**config.mk**
```make
export PLATFORM = sky130hd
export DESIGN_NAME = udp_tunnel_frame_classifier_core
export DESIGN_NICKNAME = d
export VERILOG_FILES = /design/src/hw/rtl/utfc_pkg.sv /design/src/hw/rtl/utfc_parse.sv /design/src/hw/rtl/utfc_rsp_buf.sv /design/src/hw/rtl/udp_tunnel_frame_classifier_core.sv
export VERILOG_INCLUDE_DIRS = /design/src /design/src/hw/rtl
export SDC_FILE = /design/constraint.sdc
export NUM_CORES = 1
export LEC_CHECK = 0
export ABC_AREA = 1
export BUFFER_PORTS_ARGS = -buffer_cell sky130_fd_sc_hd__buf_4
export CAP_MARGIN = 10
export CORE_MARGIN = 8
export CORE_UTILIZATION = 30
export DETAILED_ROUTE_END_ITERATION = 8
export GPL_ROUTABILITY_DRIVEN = 0
export PLACE_DENSITY = 0.57
export SLEW_MARGIN = 20
export SYNTH_ARGS = -nofsm -noshare
export SYNTH_HDL_FRONTEND = slang
export SYNTH_SLANG_ARGS = --single-unit
export TNS_END_PERCENT = 1
```
**constraint.sdc**
```tcl
create_clock -name clock -period 3.9 [get_ports clock]
set_input_delay 0.39 -clock clock [delete_from_list [all_inputs] [get_ports clock]]
set_output_delay 0.39 -clock clock [all_outputs]
set_load 0.01 [all_outputs]
```
**src/hw/rtl/assert_macros.svh**
```systemverilog
// Assertion macros shared by the classifier RTL
`ifndef ASSERT_MACROS_SVH
`define ASSERT_MACROS_SVH
`ifndef SYNTHESIS
// Property that must hold at every clock edge outside reset
`define UTFC_ASSERT(label, clk, rst, prop) \
   label: assert property (@(posedge clk) disable iff (rst) (prop)) \
      else $error("%m: assertion failed");
// Antecedent in one cycle implies consequent in the next
`define UTFC_ASSERT_NEXT(label, clk, rst, ante, cons) \
   label: assert property (@(posedge clk) disable iff (rst) (ante) |=> (cons)) \
      else $error("%m: assertion failed");
`else
`define UTFC_ASSERT(label, clk, rst, prop)
`define UTFC_ASSERT_NEXT(label, clk, rst, ante, cons)
`endif
`endif

```
**src/hw/rtl/utfc_pkg.sv**
```systemverilog
// Shared types and constants of the UDP tunnel frame classifier
package utfc_pkg;

   localparam int MAX_FRAME_LEN_DEF = 16384;

   localparam logic [15:0] ETHERTYPE_VLAN = 16'h8100;
   localparam logic [15:0] ETHERTYPE_QINQ = 16'h88A8;
   localparam logic [15:0] ETHERTYPE_IPV4 = 16'h0800;
   localparam logic [7:0]  IP_PROTO_UDP   = 8'd17;

   localparam logic [14:0] ETH_TYPE_POS    = 15'd12;
   localparam logic [14:0] PORT_BYTES      = 15'd2;
   localparam logic [14:0] L3_OFFSET_RESET = ETH_TYPE_POS + PORT_BYTES;
   localparam logic [14:0] TAG_LEN         = 15'd4;
   localparam logic [14:0] OFFSET_MAX      = 15'h7FFF;
   localparam logic [3:0]  MIN_IHL         = 4'd5;
   localparam logic [16:0] UDP_HDR_LEN     = 17'd8;

   typedef enum logic [2:0] {
      PH_ETH    = 3'd0,
      PH_IP     = 3'd1,
      PH_UDP    = 3'd2,
      PH_DONE   = 3'd3,
      PH_REJECT = 3'd4
   } phase_type;

   typedef enum logic [1:0] {
      CSR_OWN_PORT     = 2'd0,
      CSR_PEER_ADDRESS = 2'd1,
      CSR_REMOTE_PORT  = 2'd2
   } csr_index_type;

   typedef struct packed {
      logic [15:0] own_port;
      logic [31:0] peer_address;
      logic [15:0] remote_port;
   } cfg_type;

   typedef struct packed {
      logic valid;
      logic is_tunnel;
   } verdict_type;

endpackage

```
**src/hw/rtl/utfc_parse.sv**
```systemverilog
// Per-byte header parser and end-of-frame verdict
`include "assert_macros.svh"

module utfc_parse #(
   parameter int MAX_FRAME_LEN = utfc_pkg::MAX_FRAME_LEN_DEF
) (
   input  logic                  clock,
   input  logic                  reset,
   input  logic                  take,
   input  logic [7:0]            frame_byte,
   input  logic                  end_of_frame,
   input  utfc_pkg::cfg_type     cfg,
   output utfc_pkg::verdict_type verdict
);

   localparam int PosCapInt = (MAX_FRAME_LEN < 32767) ? MAX_FRAME_LEN : 32767;
   localparam logic [14:0] POS_CAP = 15'(PosCapInt);

   logic [14:0]         pos_ff, pos_in;
   logic [14:0]         l3off_ff, l3off_in;
   logic [15:0]         etype_ff, etype_in;
   logic [3:0]          ihl_ff, ihl_in;
   logic [7:0]          proto_ff, proto_in;
   logic [31:0]         saddr_ff, saddr_in;
   logic [31:0]         daddr_ff, daddr_in;
   logic [15:0]         sport_ff, sport_in;
   logic [15:0]         dport_ff, dport_in;
   utfc_pkg::phase_type phase_ff, phase_in, phase_step;

   logic [15:0] pos_p1, pos_p2, l3off_ext;
   logic [14:0] rel_ip;
   logic [16:0] udp_start, rel_udp;
   logic [15:0] etype_word;
   logic        clear;
   logic        port_ok, addr_ok;

   assign pos_p1    = {1'b0, pos_ff} + 16'd1;
   assign pos_p2    = {1'b0, pos_ff} + 16'd2;
   assign l3off_ext = {1'b0, l3off_ff};
   assign rel_ip    = pos_ff - l3off_ff;
   assign udp_start = {2'b00, l3off_ff} + {11'd0, ihl_ff, 2'b00};
   assign rel_udp   = {2'b00, pos_ff} - udp_start;
   assign etype_word = {etype_ff[15:8], frame_byte};
   assign clear     = take && end_of_frame;

   // next state
   always_comb begin
      pos_in     = pos_ff;
      l3off_in   = l3off_ff;
      etype_in   = etype_ff;
      ihl_in     = ihl_ff;
      proto_in   = proto_ff;
      saddr_in   = saddr_ff;
      daddr_in   = daddr_ff;
      sport_in   = sport_ff;
      dport_in   = dport_ff;
      phase_step = phase_ff;
      if (take && (pos_ff < POS_CAP)) begin
         pos_in = pos_ff + 15'd1;
         case (phase_ff)
            utfc_pkg::PH_ETH: begin
               if (pos_p2 == l3off_ext) begin
                  etype_in = {frame_byte, 8'h00};
               end else if (pos_p1 == l3off_ext) begin
                  etype_in = etype_word;
                  if ((etype_word == utfc_pkg::ETHERTYPE_VLAN) ||
                      (etype_word == utfc_pkg::ETHERTYPE_QINQ)) begin
                     if (l3off_ff > (utfc_pkg::OFFSET_MAX - utfc_pkg::TAG_LEN)) begin
                        phase_step = utfc_pkg::PH_REJECT;
                     end else begin
                        l3off_in = l3off_ff + utfc_pkg::TAG_LEN;
                     end
                  end else if (etype_word == utfc_pkg::ETHERTYPE_IPV4) begin
                     phase_step = utfc_pkg::PH_IP;
                  end else begin
                     phase_step = utfc_pkg::PH_REJECT;
                  end
               end
            end
            utfc_pkg::PH_IP: begin
               if (rel_ip == 15'd0) begin
                  ihl_in = frame_byte[3:0];
                  if (frame_byte[3:0] < utfc_pkg::MIN_IHL) begin
                     phase_step = utfc_pkg::PH_REJECT;
                  end
               end else if (rel_ip == 15'd9) begin
                  proto_in = frame_byte;
               end else if ((rel_ip >= 15'd12) && (rel_ip < 15'd16)) begin
                  saddr_in = {saddr_ff[23:0], frame_byte};
               end else if ((rel_ip >= 15'd16) && (rel_ip < 15'd20)) begin
                  daddr_in = {daddr_ff[23:0], frame_byte};
                  if (rel_ip == 15'd19) begin
                     phase_step = utfc_pkg::PH_UDP;
                  end
               end
            end
            utfc_pkg::PH_UDP: begin
               if ({2'b00, pos_ff} >= udp_start) begin
                  if (rel_udp < 17'd2) begin
                     sport_in = {sport_ff[7:0], frame_byte};
                  end else if (rel_udp < 17'd4) begin
                     dport_in = {dport_ff[7:0], frame_byte};
                  end else if (rel_udp == (utfc_pkg::UDP_HDR_LEN - 17'd1)) begin
                     phase_step = utfc_pkg::PH_DONE;
                  end
               end
            end
            default: begin
            end
         endcase
      end
      phase_in = phase_step;
      // drop all per-frame state once the verdict is out
      if (clear) begin
         pos_in   = '0;
         l3off_in = utfc_pkg::L3_OFFSET_RESET;
         etype_in = '0;
         ihl_in   = '0;
         proto_in = '0;
         saddr_in = '0;
         daddr_in = '0;
         sport_in = '0;
         dport_in = '0;
         phase_in = utfc_pkg::PH_ETH;
      end
   end

   // outputs: verdict on the final byte, from the phase that byte leaves behind
   always_comb begin
      if (cfg.remote_port != 16'd0) begin
         port_ok = ((sport_ff == cfg.remote_port) && (dport_ff == cfg.own_port)) ||
                   ((sport_ff == cfg.own_port) && (dport_ff == cfg.remote_port));
      end else begin
         port_ok = (sport_ff == cfg.own_port) || (dport_ff == cfg.own_port);
      end
      addr_ok = (cfg.peer_address == 32'd0) ||
                (saddr_ff == cfg.peer_address) || (daddr_ff == cfg.peer_address);
      verdict.valid     = clear;
      verdict.is_tunnel = (phase_step == utfc_pkg::PH_DONE) &&
                          (proto_ff == utfc_pkg::IP_PROTO_UDP) && port_ok && addr_ok;
   end

   always_ff @(posedge clock) begin
      if (reset) begin
         pos_ff   <= '0;
         l3off_ff <= utfc_pkg::L3_OFFSET_RESET;
         etype_ff <= '0;
         ihl_ff   <= '0;
         proto_ff <= '0;
         saddr_ff <= '0;
         daddr_ff <= '0;
         sport_ff <= '0;
         dport_ff <= '0;
         phase_ff <= utfc_pkg::PH_ETH;
      end else begin
         pos_ff   <= pos_in;
         l3off_ff <= l3off_in;
         etype_ff <= etype_in;
         ihl_ff   <= ihl_in;
         proto_ff <= proto_in;
         saddr_ff <= saddr_in;
         daddr_ff <= daddr_in;
         sport_ff <= sport_in;
         dport_ff <= dport_in;
         phase_ff <= phase_in;
      end
   end

   // tags advance the L3 offset in steps of four from fourteen
   `UTFC_ASSERT(a_l3off_align, clock, reset, (l3off_ff[1:0] == 2'd2) && (l3off_ff >= 15'd14))
   `UTFC_ASSERT(a_pos_cap, clock, reset, pos_ff <= POS_CAP)
   `UTFC_ASSERT(a_done_ihl, clock, reset, (phase_ff != utfc_pkg::PH_DONE) || (ihl_ff >= 4'd5))

endmodule

```
**src/hw/rtl/utfc_rsp_buf.sv**
```systemverilog
// Two-entry result buffer between the parser and the result channel
`include "assert_macros.svh"

module utfc_rsp_buf (
   input  logic                  clock,
   input  logic                  reset,
   input  utfc_pkg::verdict_type verdict,
   output logic                  full,
   output logic                  rsp_valid,
   input  logic                  rsp_stall,
   output logic                  rsp_is_tunnel
);

   logic       data_ff [2];
   logic       wr_ptr_ff, wr_ptr_in;
   logic       rd_ptr_ff, rd_ptr_in;
   logic [1:0] count_ff, count_in;
   logic       push, pop;

   assign push          = verdict.valid;
   assign pop           = rsp_valid && !rsp_stall;
   assign full          = (count_ff == 2'd2);
   assign rsp_valid     = (count_ff != 2'd0);
   assign rsp_is_tunnel = data_ff[rd_ptr_ff];

   always_comb begin
      wr_ptr_in = push ? ~wr_ptr_ff : wr_ptr_ff;
      rd_ptr_in = pop ? ~rd_ptr_ff : rd_ptr_ff;
      count_in  = count_ff;
      if (push && !pop) begin
         count_in = count_ff + 2'd1;
      end else if (pop && !push) begin
         count_in = count_ff - 2'd1;
      end
   end

   always_ff @(posedge clock) begin
      if (reset) begin
         wr_ptr_ff <= 1'b0;
         rd_ptr_ff <= 1'b0;
         count_ff  <= 2'd0;
      end else begin
         wr_ptr_ff <= wr_ptr_in;
         rd_ptr_ff <= rd_ptr_in;
         count_ff  <= count_in;
      end
   end

   always_ff @(posedge clock) begin
      if (push) begin
         data_ff[wr_ptr_ff] <= verdict.is_tunnel;
      end
   end

   `UTFC_ASSERT(a_count_range, clock, reset, count_ff <= 2'd2)
   `UTFC_ASSERT(a_no_push_full, clock, reset, !(push && full))
   `UTFC_ASSERT_NEXT(a_count_grow, clock, reset, push && !pop, count_ff == ($past(count_ff) + 2'd1))

endmodule

```
**src/hw/rtl/udp_tunnel_frame_classifier_core.sv**
```systemverilog
// Top level of the UDP tunnel frame classifier
//
// Frame bytes arrive on the req_ channel, one per transfer, starting at the
// destination MAC; req_end_of_frame marks the last byte. Any run of 802.1Q or
// 802.1ad tags is skipped, then an IPv4/UDP header is required. For every
// frame exactly one verdict leaves on the rsp_ channel: rsp_is_tunnel is 1
// when the UDP ports match own_port/remote_port and, if peer_address is
// non-zero, either IP address equals it.
// Throughput: one byte per cycle while req_stall is low. The parser updates
// its header state in the cycle a byte is taken, and the verdict for the
// final byte is written into the result buffer at the edge that takes that
// byte, so rsp_valid is high from the next cycle on.
// The result buffer holds two verdicts. While the receiver stalls, bytes keep
// flowing until two verdicts wait; req_stall is then raised until one is
// taken.
// Reset clears the parser, the buffer and the csr_ registers (all zero).
// Write the csr_ registers only while no frame is in flight.
//
// Register map: 0 own_port, 1 peer_address (first wire byte in [31:24]),
// 2 remote_port. Other indexes are ignored.

module udp_tunnel_frame_classifier_core #(
   parameter int MAX_FRAME_LEN = utfc_pkg::MAX_FRAME_LEN_DEF
) (
   input  logic        clock,
   input  logic        reset,
   input  logic        req_valid,
   output logic        req_stall,
   input  logic [7:0]  req_frame_byte,
   input  logic        req_end_of_frame,
   output logic        rsp_valid,
   input  logic        rsp_stall,
   output logic        rsp_is_tunnel,
   input  logic        csr_write_enable,
   input  logic [1:0]  csr_index,
   input  logic [31:0] csr_write_data
);

   utfc_pkg::cfg_type     cfg_ff, cfg_in;
   utfc_pkg::verdict_type verdict;
   logic                  take;
   logic                  full;

   // a byte transfer happens when a byte is offered and the buffer has room
   assign take      = req_valid && !req_stall;
   assign req_stall = full;

   // register writes
   always_comb begin
      cfg_in = cfg_ff;
      if (csr_write_enable) begin
         case (csr_index)
            utfc_pkg::CSR_OWN_PORT:     cfg_in.own_port     = csr_write_data[15:0];
            utfc_pkg::CSR_PEER_ADDRESS: cfg_in.peer_address = csr_write_data;
            utfc_pkg::CSR_REMOTE_PORT:  cfg_in.remote_port  = csr_write_data[15:0];
            default: begin
            end
         endcase
      end
   end

   always_ff @(posedge clock) begin
      if (reset) begin
         cfg_ff <= '0;
      end else begin
         cfg_ff <= cfg_in;
      end
   end

   utfc_parse #(
      .MAX_FRAME_LEN (MAX_FRAME_LEN)
   ) u_parse (
      .clock        (clock),
      .reset        (reset),
      .take         (take),
      .frame_byte   (req_frame_byte),
      .end_of_frame (req_end_of_frame),
      .cfg          (cfg_ff),
      .verdict      (verdict)
   );

   utfc_rsp_buf u_rsp_buf (
      .clock         (clock),
      .reset         (reset),
      .verdict       (verdict),
      .full          (full),
      .rsp_valid     (rsp_valid),
      .rsp_stall     (rsp_stall),
      .rsp_is_tunnel (rsp_is_tunnel)
   );

endmodule
```
==> results.yml, run 1 <==
min_path:
  holdCritPathClass: "input pin to register"
place:
  dpl.hpwl_mm: 31.3
  numPortBuffers: 50
die:
  die_h_um: 231
  dieArea_um2: 53300
  pin_count: 51
  die_x_um: 231
  core_um2: 45500
  floorplan.initialDensity: 0.304
  num_rows: 78
clock_tree:
  cts-root-buf: "clkbuf_16"
  cts_made_buffers: 27
  htreeDepth: 1
  clock-sinks: 218
  clk_latency_ns: 0.56
  cts.clk_slew.worst_paths_ns: 0.06
  cts_tree: "built"
  cts_buffer_depth: 3
logic_synthesis:
  yosys-top-cells-area: "dfxtp_1, nand2_1, nor2_1, inv_1, xnor2_1"
  syn_area_um2: 13800
  yosysWarnings: 0
  synthArstFlopShare: 0
  synth_fp_nets: 2284
  synth_edf_count: 2
  syn_avg_cell_area_um2: 6.31
  synthCells: 2195
  yosys.area.top_type: "dfxtp_1"
  ys_types: 46
  netlist.area_leader.share: 0.312
  synth.yosys.seq_area_share: 0.317
  ys_seq_elements: 218
  synth_ff_type: "dfxtp_1"
cells_and_area:
  final_common_cell: "nand2_1"
  final_nets: 2330
  seqCellArea_um2: 4390
  synthToLayoutAreaGrowth_pct: 16.2
  n_fill_cell: 4996
  drive_gt1_frac: 0.0977
  final_cell_mix: "nand2_1, nor2_1, inv_1"
  multi_input_area_um2: 8190
drt:
  dr_total_vias: 13700
  via_per_inst: 4.80
  drt-initial-drc-count: 812
  drtAntennaViolNets: 0
  post_drt_wl_per_cell_um: 14.7
  drcViolationCount: 0
  wl_mm: 42.0
  firstDrtPassIters: 5
timing:
  slew_headroom: 0.369
  hold_viol: 0
  holdWs_ns: 0.0964
  setup_viol: 0
  fmax_mhz: 267
  worst_pin_slew_ns: 0.944
  rsz0062_at_grt: "yes"
  slew_violations: 0
  finalCriticalPeriod_ns: 3.74
  tns_ns: 0
  finClkSkew_ns: 0.00933
  fin_crit_sh: 0.959
run:
  maxCapViolCount: 0
critical_path:
  worstPathRequired_ns: 4.39
  rrSetupSlack_ns: 0.16
  cp.arrival_ns: 4.23
  slowest_delay_ns: 0.37
  crit_top_cell: "nand2_1"
  crit_type: "register to register"
  crit_fanout: 8
  critPathCaptureType: "register"
  critical-path-slowest-cell: "ha_1"
  startpoint_type: "register"
global_routing:
  antenna_found_initial: 3
  grt_pass1_vias: 12800
  grt_max_degree: 69
  track_usage: 0.151
  grt_overflow_total: 0
  grt_pass1_wl_mm: 67.1
status:
  status: "finished clean"
power_and_ir_drop:
  peakVddDrop_mv: 0.282
  powerDensity_nw_per_um2: 373
  leakage_uw: 0.00727
[cells in the mapped netlist, types with 6 or more instances]
cell and n:
buf_2 7, inv_1 290, xnor2_1 68, or2_2 9, buf_4 12, nand3b_1 10, ha_1 38, nand4_1 66
nand3_1 111, nand2_1 578, o21ai_0 107, a21oi_1 114, buf_6 6, xor2_1 56, clkbuf_1 34, dfxtp_1 216
nor3_1 40, buf_1 7, nor2_1 349, nor4_1 20
[flip-flops by register name, summed over array words and instances, names as in the netlist, named ones only]
name and count:
u_parse.l3off_ff 13, u_parse.daddr_ff 32, u_rsp_buf.data_ff 2, u_parse.ihl_ff 4, u_rsp_buf.rd_ptr_ff 1, u_rsp_buf.count_ff 2, u_parse.phase_ff 3, u_parse.saddr_ff 32
u_rsp_buf.wr_ptr_ff 1, u_parse.etype_ff 8, u_parse.proto_ff 8, u_parse.pos_ff 15, u_parse.dport_ff 16, u_parse.sport_ff 16, cfg_ff 64
[kinds of logic after synthesis]
logic type               synth area share
buffers and inverters               0.106
AND/OR/NAND/NOR                     0.372
multiplexers                     0.000814
adder cells (fa/ha/maj)            0.0387
AO/OA/AOI/OAI                      0.0872
XOR/XNOR                           0.0785
flip-flops                          0.317
[where the power goes]
part	switching [µW]	internal (µW)	total, µW	leakage, µW
sequential	87.5	2290	2380	0.00177
clock	1030	1540	2580	0.000450
combinational	678	370	1050	0.00505
[area by class of cell]
class / instances / area share
Multi-Input combinational cell: 1612 / 0.509
Tap cell: 600 / 0.0467
Inverter: 298 / 0.0701
Clock inverter: 11 / 0.00825
Timing Repair Buffer: 84 / 0.0440
Sequential cell: 218 / 0.273
Clock buffer: 38 / 0.0489
Antenna cell: 2 / 0.000311
[per-layer routing]
layer | up-vias | wire [µm] | global-route usage
li1 | 7019 | - | -
met1 | 6285 | 19000 | 0.196
met2 | 351 | 19700 | 0.258
met3 | 74 | 2260 | 0.0233
met4 | 0 | 1000 | 0.0434
met5 | - | 0 | 0
[per-stage QoR]
step                 util  cell area, µm²  setup slack, ns  total power (µW)  std cells
finish              0.354           16100            0.159              6010       2863
global route        0.354           16100           -0.114              6310       2862
CTS                 0.348           15800         -0.00127              6020       2855
detailed placement  0.327           14900           -0.143              3420       2803
global placement    0.327           14900           0.0127              3410       2803
floorplan               -           13800            0.125              3110       2195
[worst paths after layout]
| kind | from | cells after the start | endpoint |
|---|---|---|---|
| setup / recovery | u_parse.l3off_ff[2] | 28 | u_parse.dport_ff[15] |
| hold / removal | csr_write_data[28] | 3 | cfg_ff[44] |
| setup reg to reg | u_parse.l3off_ff[2] | 28 | u_parse.dport_ff[15] |
| hold reg to reg | u_rsp_buf.rd_ptr_ff | 1 | u_rsp_buf.rd_ptr_ff |
[critical path, delay by kind of cell, from the launching register on]
family	cells	cell delay (ns)
xor gates and xnor gates	1	0.05
buffers and inverters	5	0.50
AOI/OAI and AO/OA	1	0.15
DFF	1	0.35
adders and majority gates	3	0.85
and+or+nand+nor	18	1.76
[timing repair]
action,4_1_cts,5_1_grt
buffers inserted,3,6
endpoints found under the setup margin,34,35
pin swaps,4,20
hold buffers,0,0
resized for setup,11,61
Note: power is estimated with default switching activity, not from simulation.
==> inputs of run 2 (changes only) <==
Settings changed: PLACE_DENSITY 0.57 to 0.56.
Clock period 3.9 ns to 4.65 ns, I/O delays scaled along.
==> run 2 against run 1 <==
Clock skew down 0.00062 ns. Cell count down 0.66%. Sequential power down 16%. Utilization decreased by 0.84 points. Total power shrank 17%. Non-clock buffer count decreased by 21. Via count is 1.9% lower. First-iteration DRC count up 20%. Routed wire length about the same. Clock-buffer cell count is 3 lower.
==> results.yml, run 2 (same netlist as run 1, synthesis figures left out) <==
place:
  place_inst: 2791
  dp_worst_setup_slack_ns: 0.211
  dpl.hpwl_mm: 31.3
  numPortBuffers: 50
critical_path:
  worstPathRequired_ns: 5.07
  cp.arrival_ns: 4.69
  worstSetupStartpoint: "u_parse.l3off_ff[3]"
  crit_type: "register to register"
  reg2reg_from: "u_parse.l3off_ff[3]"
  startpoint_type: "register"
  worst_r2r_endpoint: "u_parse.sport_ff[1]"
  rrSetupSlack_ns: 0.39
  r2r_cells: 22
  critPathCaptureType: "register"
  crit_fanout: 32
  crit_path_end: "u_parse.sport_ff[1]"
die:
  pin_count: 51
  core_um2: 45500
  die_h_um: 231
  num_rows: 78
  die_x_um: 231
  dieArea_um2: 53300
  floorplan.initialDensity: 0.304
timing:
  tns_ns: 0
  fmax_mhz: 234
  worst_pin_slew_ns: 0.925
  finClkSkew_ns: 0.00871
  fin_crit_sh: 0.917
  slew_violations: 0
  worst_slack_ns: 0.385
  rsz0062_at_grt: "yes"
  hold_viol: 0
  slew_headroom: 0.382
  setup_viol: 0
  finalCriticalPeriod_ns: 4.26
cells_and_area:
  largest_register: "cfg_ff"
  final_cell_count_no_fill: 2844
  final_cell_mix: "nand2_1, nor2_1, inv_1"
  n_fill_cell: 4994
  multi_input_area_um2: 8030
  drive_gt1_frac: 0.0652
  final_common_cell: "nand2_1"
  synthToLayoutAreaGrowth_pct: 13.4
  largest_register_ffs: 64
  seqCellArea_um2: 4380
  fin_util: 0.345
  reg.largest.list: "cfg_ff x64, u_parse.daddr_ff x32, u_parse.saddr_ff x32"
  final_nets: 2309
global_routing:
  track_usage: 0.152
  grt_max_degree: 69
  grt_pass1_vias: 12700
  antenna_found_initial: 2
  grt_pass1_wl_mm: 67.3
  grt_overflow_total: 0
drt:
  drtAntennaViolNets: 0
  drcViolationCount: 0
  wl_mm: 42.0
  firstDrtPassIters: 5
  drt-initial-drc-count: 978
  via_per_inst: 4.74
  dr_total_vias: 13500
  post_drt_wl_per_cell_um: 14.8
clock_tree:
  cts_buffer_depth: 3
  post_cts_buffers: 0
  cts_made_buffers: 26
  cts-root-buf: "clkbuf_16"
  clk_latency_ns: 0.55
  clock-sinks: 218
  htreeDepth: 1
  cts.clk_slew.worst_paths_ns: 0.06
  cts_tree: "built"
power_and_ir_drop:
  leakage_uw: 0.00710
  powerDensity_nw_per_um2: 319
  peakVddDrop_mv: 0.275
status:
  status: "finished clean"
min_path:
  holdCritPathClass: "input pin to register"
run:
  maxCapViolCount: 0
-- run 2: per-layer routing --
| layer | wire, µm | share of wire | GRT usage |
|---|---|---|---|
| met5 | 0 | 0 | 0 |
| met4 | 1150 | 0.027 | 0.0434 |
| met3 | 2500 | 0.060 | 0.0316 |
| met2 | 19100 | 0.45 | 0.251 |
| met1 | 19200 | 0.46 | 0.198 |
-- run 2: critical path: stages, from the launching register on --
cell	delay, ns
dfxtp_1	0.43
inv_1	0.19
fa_1	0.45
nand3b_1	0.17
and2_1	0.19
inv_1	0.11
nand2_1	0.08
nor2_1	0.18
nand2_1	0.09
xor2_1	0.15
ha_1	0.39
nand2_1	0.10
nor2_1	0.18
nand3_1	0.12
nand3_1	0.10
nand2_1	0.05
nand2_1	0.07
o21ai_0	0.17
nor2_2	0.27
nand4_1	0.12
buf_4	0.25
o21ai_0	0.23
a21oi_1	0.06
-- run 2: how the worst min path moves through the flow --
stage                         from             endpoint  depth (start not counted)
2_1_floorplan  u_rsp_buf.rd_ptr_ff             register                          1
3_3_place_gp   u_rsp_buf.rd_ptr_ff  u_rsp_buf.rd_ptr_ff                          1
3_5_place_dp   u_rsp_buf.rd_ptr_ff             register                          1
4_1_cts         csr_write_data[21]           cfg_ff[37]                          3
5_1_grt         csr_write_data[28]           cfg_ff[44]                          3
6_report        csr_write_data[21]           cfg_ff[37]                          3
-- run 2: area by class of cell --
cell class / instances / area share
Inverter: 298 / 0.0717
Multi-Input combinational cell: 1613 / 0.511
Timing Repair Buffer: 63 / 0.0309
Clock inverter: 12 / 0.0115
Sequential cell: 218 / 0.279
Clock buffer: 35 / 0.0468
Tap cell: 600 / 0.0478
Antenna cell: 5 / 0.000797
-- run 2: power by group --
| group | switching [µW] | internal, µW | total [µW] |
|---|---|---|---|
| clock network | 835 | 1330 | 2160 |
| logic | 545 | 294 | 839 |
| registers | 76.0 | 1920 | 2000 |
-- run 2: timing repair --
action / 4_1_cts / 5_1_grt
hold buffers: 0 / 0
endpoints found under the setup margin: 0 / 16
gates resized for setup: 0 / 9
-- run 2: metrics by stage --
stage	area, µm²	power [µW]	hold slack (ns)
global route	15700	5250	0.176
detailed placement	14700	2870	0.446
floorplan	13800	2610	0.426
finish	15700	5000	0.179
global placement	14700	2860	0.437
CTS	15600	5050	0.155
